[config.mk]
export PLATFORM = sky130hd
export DESIGN_NAME = bounded_int_stack_with_search
export DESIGN_NICKNAME = d
export VERILOG_FILES = /design/src/sv/bist_pkg.sv /design/src/sv/bist_ram.sv /design/src/sv/bist_ctrl.sv /design/src/sv/bist_dp.sv /design/src/sv/bounded_int_stack_with_search.sv
export SDC_FILE = /design/constraint.sdc
export NUM_CORES = 2
export LEC_CHECK = 0
export ABC_AREA = 1
export BUFFER_PORTS_ARGS = -buffer_cell sky130_fd_sc_hd__buf_4
export CAP_MARGIN = 20
export CORE_MARGIN = 2
export CORE_UTILIZATION = 26
export CTS_CLUSTER_SIZE = 14
export DETAILED_ROUTE_END_ITERATION = 10
export PLACE_DENSITY = 0.44
export SLEW_MARGIN = 20
export SYNTH_ARGS = -nofsm -noshare
export SYNTH_HDL_FRONTEND = slang
export SYNTH_HIERARCHICAL = 1
export SYNTH_SLANG_ARGS = --single-unit
[constraint.sdc]
create_clock -name clk -period 15.8 [get_ports clk]
set_input_delay 2.37 -clock clk [delete_from_list [all_inputs] [get_ports clk]]
set_output_delay 2.37 -clock clk [all_outputs]
set_load 0.03 [all_outputs]
[src/sv/bist_pkg.sv]
package bist_pkg;

  localparam int DEPTH_DEF = 64;
  localparam int DATA_W    = 32;
  localparam int REQ_W     = 3;
  localparam int CAP_W     = 7;
  localparam int IDX_W     = 6;
  localparam int CNT_W     = 7;
  localparam int OUT_W     = 1 + DATA_W + IDX_W + CNT_W + 2;

  localparam logic [CAP_W-1:0] CAP_RESET = 7'd64;

  typedef enum logic [REQ_W-1:0] {
    REQ_PUSH   = 3'd0,
    REQ_POP    = 3'd1,
    REQ_PEEK   = 3'd2,
    REQ_CLEAR  = 3'd3,
    REQ_SEARCH = 3'd4
  } req_t;

  typedef struct packed {
    logic capture;
    logic push;
    logic pop;
    logic clear;
    logic rd_top;
    logic rd_next;
    logic set_ok;
    logic take_data;
    logic take_idx;
    logic out_load;
  } dp_cmd_t;

  typedef struct packed {
    req_t req;
    logic cnt_zero;
    logic can_push;
    logic match;
    logic scan_zero;
    logic out_free;
  } dp_stat_t;

endpackage

[src/sv/bist_ram.sv]
module bist_ram #(
  parameter int WIDTH = 32,
  parameter int DEPTH = 64,
  parameter int AW    = (DEPTH > 1) ? $clog2(DEPTH) : 1
) (
  input  logic             clk,
  input  logic             wr_en,
  input  logic [AW-1:0]    wr_addr,
  input  logic [WIDTH-1:0] wr_data,
  input  logic [AW-1:0]    rd_addr,
  output logic [WIDTH-1:0] rd_data
);

  logic [WIDTH-1:0] mem [DEPTH];

  always_ff @(posedge clk) begin
    if (wr_en) begin
      mem[wr_addr] <= wr_data;
    end
    rd_data <= mem[rd_addr];
  end

endmodule

[src/sv/bist_ctrl.sv]
module bist_ctrl (
  input  logic               clk,
  input  logic               rst_n,
  input  logic               in_fire,
  input  bist_pkg::dp_stat_t stat,
  output logic               in_ready,
  output bist_pkg::dp_cmd_t  cmd
);
  import bist_pkg::*;

  typedef enum logic [2:0] {
    S_IDLE,
    S_EXEC,
    S_RDWAIT,
    S_SCAN,
    S_RESULT
  } state_t;

  state_t state_r, state_nxt;

  always_ff @(posedge clk) begin
    if (!rst_n) begin
      state_r <= S_IDLE;
    end else begin
      state_r <= state_nxt;
    end
  end

  assign in_ready = (state_r == S_IDLE);

  always_comb begin
    state_nxt = state_r;
    cmd       = '0;
    unique case (state_r)
      S_IDLE: begin
        if (in_fire) begin
          cmd.capture = 1'b1;
          state_nxt   = S_EXEC;
        end
      end
      S_EXEC: begin
        state_nxt = S_RESULT;
        unique case (stat.req)
          REQ_PUSH: begin
            if (stat.can_push) begin
              cmd.push   = 1'b1;
              cmd.set_ok = 1'b1;
            end
          end
          REQ_POP: begin
            if (!stat.cnt_zero) begin
              cmd.rd_top = 1'b1;
              cmd.pop    = 1'b1;
              state_nxt  = S_RDWAIT;
            end
          end
          REQ_PEEK: begin
            if (!stat.cnt_zero) begin
              cmd.rd_top = 1'b1;
              state_nxt  = S_RDWAIT;
            end
          end
          REQ_CLEAR: begin
            cmd.clear  = 1'b1;
            cmd.set_ok = 1'b1;
          end
          REQ_SEARCH: begin
            if (!stat.cnt_zero) begin
              cmd.rd_top = 1'b1;
              state_nxt  = S_SCAN;
            end
          end
          default: begin
            state_nxt = S_RESULT;
          end
        endcase
      end
      S_RDWAIT: begin
        cmd.take_data = 1'b1;
        cmd.set_ok    = 1'b1;
        state_nxt     = S_RESULT;
      end
      S_SCAN: begin
        priority if (stat.match) begin
          cmd.set_ok   = 1'b1;
          cmd.take_idx = 1'b1;
          state_nxt    = S_RESULT;
        end else if (stat.scan_zero) begin
          state_nxt = S_RESULT;
        end else begin
          cmd.rd_next = 1'b1;
        end
      end
      S_RESULT: begin
        if (stat.out_free) begin
          cmd.out_load = 1'b1;
          state_nxt    = S_IDLE;
        end
      end
      default: begin
        state_nxt = S_IDLE;
      end
    endcase
  end

  property p_match_ends_scan;
    @(posedge clk) disable iff (!rst_n)
      (state_r == S_SCAN && stat.match) |=> (state_r == S_RESULT);
  endproperty
  a_match_ends_scan: assert property (p_match_ends_scan)
    else $error("scan did not stop on a match");

endmodule

[src/sv/bist_dp.sv]
module bist_dp #(
  parameter int DEPTH = bist_pkg::DEPTH_DEF
) (
  input  logic                         clk,
  input  logic                         rst_n,
  input  bist_pkg::dp_cmd_t            cmd,
  output bist_pkg::dp_stat_t           stat,
  input  logic [bist_pkg::REQ_W-1:0]   in_req,
  input  logic [bist_pkg::DATA_W-1:0]  in_value,
  input  logic                         cfg_wr_en,
  input  logic [bist_pkg::CAP_W-1:0]   cfg_wr_data,
  output logic                         out_valid,
  input  logic                         out_ready,
  output logic [bist_pkg::OUT_W-1:0]   out_data
);
  import bist_pkg::*;

  localparam int AW   = (DEPTH > 1) ? $clog2(DEPTH) : 1;
  localparam int CW   = $clog2(DEPTH + 1);
  localparam int CMPW = (CW > CAP_W) ? CW : CAP_W;
  localparam logic [CMPW-1:0] DEPTH_C = CMPW'(DEPTH);

  logic [CAP_W-1:0]  cap_r;
  logic [CW-1:0]     count_r;
  logic [AW-1:0]     scan_r;
  logic [REQ_W-1:0]  req_r;
  logic [DATA_W-1:0] val_r;
  logic              ok_r;
  logic [DATA_W-1:0] data_r;
  logic [IDX_W-1:0]  idx_r;
  logic              out_valid_r;
  logic [OUT_W-1:0]  out_data_r;

  logic [CMPW-1:0]       cap_ext, cnt_ext, eff_cap;
  logic [CW-1:0]         cnt_dec;
  logic [AW-1:0]         top_addr, next_addr, rd_addr;
  logic [DATA_W-1:0]     rd_data;
  logic [IDX_W+AW-1:0]   idx_wide;
  logic [CNT_W+CW-1:0]   cnt_wide;
  logic                  is_full, is_empty;

  assign cap_ext   = CMPW'(cap_r);
  assign cnt_ext   = CMPW'(count_r);
  assign eff_cap   = (cap_ext > DEPTH_C) ? DEPTH_C : cap_ext;
  assign cnt_dec   = count_r - CW'(1);
  assign top_addr  = cnt_dec[AW-1:0];
  assign next_addr = scan_r - AW'(1);
  assign rd_addr   = cmd.rd_next ? next_addr : top_addr;
  assign idx_wide  = {{IDX_W{1'b0}}, scan_r};
  assign cnt_wide  = {{CNT_W{1'b0}}, count_r};
  assign is_full   = (cnt_ext >= eff_cap);
  assign is_empty  = (count_r == '0);

  bist_ram #(
    .WIDTH (DATA_W),
    .DEPTH (DEPTH),
    .AW    (AW)
  ) u_ram (
    .clk     (clk),
    .wr_en   (cmd.push),
    .wr_addr (count_r[AW-1:0]),
    .wr_data (val_r),
    .rd_addr (rd_addr),
    .rd_data (rd_data)
  );

  always_ff @(posedge clk) begin
    if (!rst_n) begin
      cap_r       <= CAP_RESET;
      count_r     <= '0;
      out_valid_r <= 1'b0;
    end else begin
      if (cfg_wr_en) begin
        cap_r <= cfg_wr_data;
      end
      if (cmd.clear) begin
        count_r <= '0;
      end else if (cmd.push) begin
        count_r <= count_r + CW'(1);
      end else if (cmd.pop) begin
        count_r <= cnt_dec;
      end
      if (cmd.out_load) begin
        out_valid_r <= 1'b1;
      end else if (out_ready) begin
        out_valid_r <= 1'b0;
      end
    end
  end

  always_ff @(posedge clk) begin
    if (cmd.capture) begin
      req_r  <= in_req;
      val_r  <= in_value;
      ok_r   <= 1'b0;
      data_r <= '0;
      idx_r  <= '0;
    end
    if (cmd.set_ok) begin
      ok_r <= 1'b1;
    end
    if (cmd.take_data) begin
      data_r <= rd_data;
    end
    if (cmd.take_idx) begin
      idx_r <= idx_wide[IDX_W-1:0];
    end
    if (cmd.rd_top) begin
      scan_r <= top_addr;
    end else if (cmd.rd_next) begin
      scan_r <= next_addr;
    end
    if (cmd.out_load) begin
      out_data_r <= {is_full, is_empty, cnt_wide[CNT_W-1:0], idx_r, data_r, ok_r};
    end
  end

  assign stat.req       = req_t'(req_r);
  assign stat.cnt_zero  = is_empty;
  assign stat.can_push  = (cnt_ext < eff_cap);
  assign stat.match     = (rd_data == val_r);
  assign stat.scan_zero = (scan_r == '0);
  assign stat.out_free  = !out_valid_r || out_ready;

  assign out_valid = out_valid_r;
  assign out_data  = out_data_r;

  property p_count_bound;
    @(posedge clk) disable iff (!rst_n) cnt_ext <= DEPTH_C;
  endproperty
  a_count_bound: assert property (p_count_bound)
    else $error("entry count beyond depth");

  property p_count_hold;
    @(posedge clk) disable iff (!rst_n)
      !(cmd.push || cmd.pop || cmd.clear) |=> $stable(count_r);
  endproperty
  a_count_hold: assert property (p_count_hold)
    else $error("entry count moved without a command");

  property p_push_room;
    @(posedge clk) disable iff (!rst_n) cmd.push |-> (cnt_ext < eff_cap);
  endproperty
  a_push_room: assert property (p_push_room)
    else $error("push into a full stack");

endmodule

[src/sv/bounded_int_stack_with_search.sv]
// Bounded LIFO stack of signed 32-bit words with a top-down search. One request
// beat comes in on in_ (tuser carries the request kind, tdata the word or key)
// and exactly one result beat leaves on out_. Requests are handled one at a time
// by a controller over a single entry RAM with one write and one registered read
// port: push, clear, refused requests and unknown kinds pass from acceptance
// through an execute state and a result state, pop and peek add a read-wait
// state for the RAM read, and search adds a scan state that compares entries
// from the top down (at most the current count), one entry per cycle on
// the read port. A waiting result in the output register stalls only the
// result state. cfg_wr_data sets the capacity (effective capacity is the
// smaller of it and DEPTH); write it only while no request is in flight. The
// entry RAM needs no clearing after reset.
module bounded_int_stack_with_search #(
  parameter int DEPTH = bist_pkg::DEPTH_DEF
) (
  input  logic                        clk,
  input  logic                        rst_n,
  input  logic                        in_tvalid,
  output logic                        in_tready,
  // value
  input  logic [bist_pkg::DATA_W-1:0] in_tdata,
  // req_type
  input  logic [bist_pkg::REQ_W-1:0]  in_tuser,
  output logic                        out_tvalid,
  input  logic                        out_tready,
  // ok, data, found_index, count, is_empty, is_full
  output logic [bist_pkg::OUT_W-1:0]  out_tdata,
  input  logic                        cfg_wr_en,
  input  logic [bist_pkg::CAP_W-1:0]  cfg_wr_data
);
  import bist_pkg::*;

  dp_cmd_t  cmd;
  dp_stat_t stat;
  logic     in_fire;

  assign in_fire = in_tvalid && in_tready;

  bist_ctrl u_ctrl (
    .clk      (clk),
    .rst_n    (rst_n),
    .in_fire  (in_fire),
    .stat     (stat),
    .in_ready (in_tready),
    .cmd      (cmd)
  );

  bist_dp #(
    .DEPTH (DEPTH)
  ) u_dp (
    .clk         (clk),
    .rst_n       (rst_n),
    .cmd         (cmd),
    .stat        (stat),
    .in_req      (in_tuser),
    .in_value    (in_tdata),
    .cfg_wr_en   (cfg_wr_en),
    .cfg_wr_data (cfg_wr_data),
    .out_valid   (out_tvalid),
    .out_ready   (out_tready),
    .out_data    (out_tdata)
  );

endmodule

==> run metrics <==
status finished, final reports clean; CP required 16610 ps; Critical Path Source u_dp/val_r[0]$_DFFE_PP_; Clock Skew 59.26 ps; Die Wd between 500 and 600 um; crit path launch type flop; Final period util 0.4705; layout cells sized above 1 0.08870; relative slew slack 0.2672; compound-cell area share of the yosys netlist 0.002837; Antenna Violating Nets Remaining 0; die footprint 347400 sq um; Rows 214; worst-case clock buffer depth 3; adder-cell share of the synthesized area 0.001685; #FFs+latches synth 2226; Nets 7503; total wire length 296.5 mm; Placed Cells around 12000; Mapped Nets 7458; Ys Warns 6; cts-stage hold buffer count 0; area grow syn2layout 14.95%; setup total negative slack 0 ps; pre-CTS WS between 8000 and 9000 ps; post-route setup slack ~8400 ps; Synth area leaders edfxtp_1, nand3_1, nand2_1; Clock Sinks 2226; CTS tree yes; Top FF cell, synth edfxtp_1; 1st-iter DRT viols around 6300; power per standard cell area approximately 130 nW/um^2; area leader, netlist edfxtp_1; Root Buffer clkbuf_16; reg2reg start u_dp/val_r[0]$_DFFE_PP_; H-tree depth 4; final setup violation count 0; gp weighted congestion 0.7897; gr usage total 0.1673; Final Hold Fails 0; Initial Util 0.2618; Overflow after GRT 0; WS Path Type reg2reg; core area 340300 sq um; largest net degree at the start of global routing 203; FMAX 134.5 MHz; crit path max fanout between 80 and 90; mux cell area share after synthesis 0; Synth cell types 36; Final Non-Filler Cells roughly 12000; CP arrival between 8000 and 9000 ps; Worst VDD drop 0.00009640 V; clock slew seen by the registers of the worst setup and hold paths 60 ps; IO Pins 97; xor/xnor share of the synthesized area 0.0009830; nature of the critical path endpoint flop; DIE HEIGHT roughly 590 um; Synth Instances 7399; IO buf count 96; Async SR Flop Fraction 0; Setup Buffers After CTS 0; wire length per cell roughly 24 um; Post-synth EDFFs 2175; vias in the first global route 55890; max-slew violation count 0; placed wire-length estimate 146.1 mm; count leader, synth nand2_1; reg-to-reg slack, setup about 8400 ps; later-pin clock latency in the skew report 890 ps; Synth top area share 0.7331; reg-to-reg endpoint u_dp/u_ram/rd_data[23]$_DFF_P_; register area share after synthesis 0.7445; RSZ-0062 raised after global routing false; vias between 50000 and 60000; Max-Cap Viols 0; number of buffers created by CTS roughly 230; HP Class reg2reg; first-pass GRT wire length around 420 mm; Synth Area per Inst 12.04 sq um; largest family of logic cells by synthesized area simple AND/OR/NAND/NOR gates; worst slew pin tran 1099 ps; # fillers between 30000 and 40000; shortest period the worst path allows 7434 ps; CP Capture Point u_dp/u_ram/rd_data[23]$_DFF_P_; reg2reg path depth 25; post-CTS resize count 0; LEAKAGE between 30 and 40 nW; Residual DRC 0; Commonest cells post-synth nand2_1, edfxtp_1, nand3_1; simple-gate share of the synthesized area 0.2184; Mapped Area 89100 sq um; antenna violations before repair 15; 1st-pass router iterations 6; Via density roughly 4.8
-- worst max-delay path, stage by stage (launching register included) --
cell and delay, ps:
edfxtp_1 320, buf_4 370, buf_4 480, nand2_1 100
inv_1 90, nor2_1 50, nor2_1 110, nand2_1 70
nor2_1 80, nand2_1 70, nor2_1 450, nor3_2 100
buf_4 220, o21ai_4 120, buf_4 660, buf_4 850
buf_4 840, buf_4 830, nand2_1 110, nand3_1 150
nand3_1 90, nand3_1 140, nand3_1 160, nand2_1 190
nand2_1 240, nand2_1 150
-- report_power, final --
| group | switching [mW] | internal [mW] |
|---|---|---|
| Sequential | 0.138 | 6.78 |
| Combinational | 1.26 | 0.294 |
| Clock | 2.31 | 2.95 |
| Total | 3.71 | 10.0 |
-- layer usage --
layer | GRT usage | share of wire | vias up
met5 | 0 | 0 | -
met4 | 0.04129 | 0.021 | 0
met3 | 0.02414 | 0.062 | 353
met2 | 0.2684 | 0.46 | 1895
met1 | 0.2371 | 0.46 | 29740
li1 | - | - | 26270
-- final cells by class --
| cell class | count | area [sq um] | share of cell area |
|---|---|---|---|
| Clock inverter | 147 | 1181 | 0.01153 |
| Inverter | 137 | 550.5 | 0.005375 |
| Sequential cell | 2226 | 66330 | 0.6477 |
| Tap cell | 4536 | 5675 | 0.05541 |
| Multi-Input combinational cell | 4579 | 20500 | 0.2002 |
| Timing Repair Buffer | 269 | 2095 | 0.02045 |
| Antenna cell | 13 | 32.53 | 0.0003176 |
| Clock buffer | 286 | 6048 | 0.05906 |
-- layout by cell type (no fill, tap or decap), types with 14 or more instances in the layout --
cell and instances:
nand2_1 2406, edfxtp_1 2175, nand3_1 1921, buf_4 263, clkbuf_16 232, inv_1 125
nor2_1 86, clkinv_1 74, nor2_4 57, dfxtp_1 51, clkbuf_1 50, clkinv_2 40
o21ai_0 16, bufinv_16 15, nand4_1 14
-- flip-flops by register name, summed over array words and instances, names as in the netlist, 6 cells and up --
signal              cells
u_dp/cap_ext            7
u_dp/cnt_ext            7
u_dp/data_r            32
u_dp/idx_r              6
u_dp/out_data          48
u_dp/scan_r             6
u_dp/u_ram/mem       2048
u_dp/u_ram/rd_data     32
u_dp/val_r             32
-- per-stage QoR --
| step | utilization | cell area, sq um | hold slack, ps | total power, mW |
|---|---|---|---|---|
| 3_5_place_dp | 0.2796 | 95160 | 405.4 | 8.593 |
| 2_1_floorplan | - | 89100 | 400.3 | 7.731 |
| 3_3_place_gp | 0.2796 | 95160 | 408.1 | 8.594 |
| 6_report | 0.3009 | 102400 | 417.9 | 13.73 |
| 4_1_cts | 0.3009 | 102400 | 420.0 | 13.85 |
| 5_1_grt | 0.3009 | 102400 | 428.5 | 14.18 |
-- worst min-delay path by stage --
stage | cells past startpoint | start | endpoint | slack, ps
detailed placement | 0 | u_dp/data_r[13]$_SDFFCE_PN0P_ | u_dp/out_data[14]$_DFFE_PP_ | 410
global placement | 0 | u_dp/data_r[13]$_SDFFCE_PN0P_ | u_dp/out_data[14]$_DFFE_PP_ | 410
floorplan | 0 | u_dp/data_r[9]$_SDFFCE_PN0P_ | u_dp/out_data[10]$_DFFE_PP_ | 400
global route | 0 | u_dp/idx_r[4]$_SDFFCE_PN0P_ | u_dp/out_data[37]$_DFFE_PP_ | 430
CTS | 0 | u_dp/data_r[13]$_SDFFCE_PN0P_ | u_dp/out_data[14]$_DFFE_PP_ | 420
finish | 0 | u_dp/data_r[13]$_SDFFCE_PN0P_ | u_dp/out_data[14]$_DFFE_PP_ | 420
-- cells by family after synthesis --
family / after synthesis
xor gates and xnor gates: 10
adders and majority gates: 12
and+or+nand+nor: 4511
AOI/OAI and AO/OA: 46
buffers and inverters: 594
DFF: 2226
Note: power is estimated with default switching activity, not from simulation.
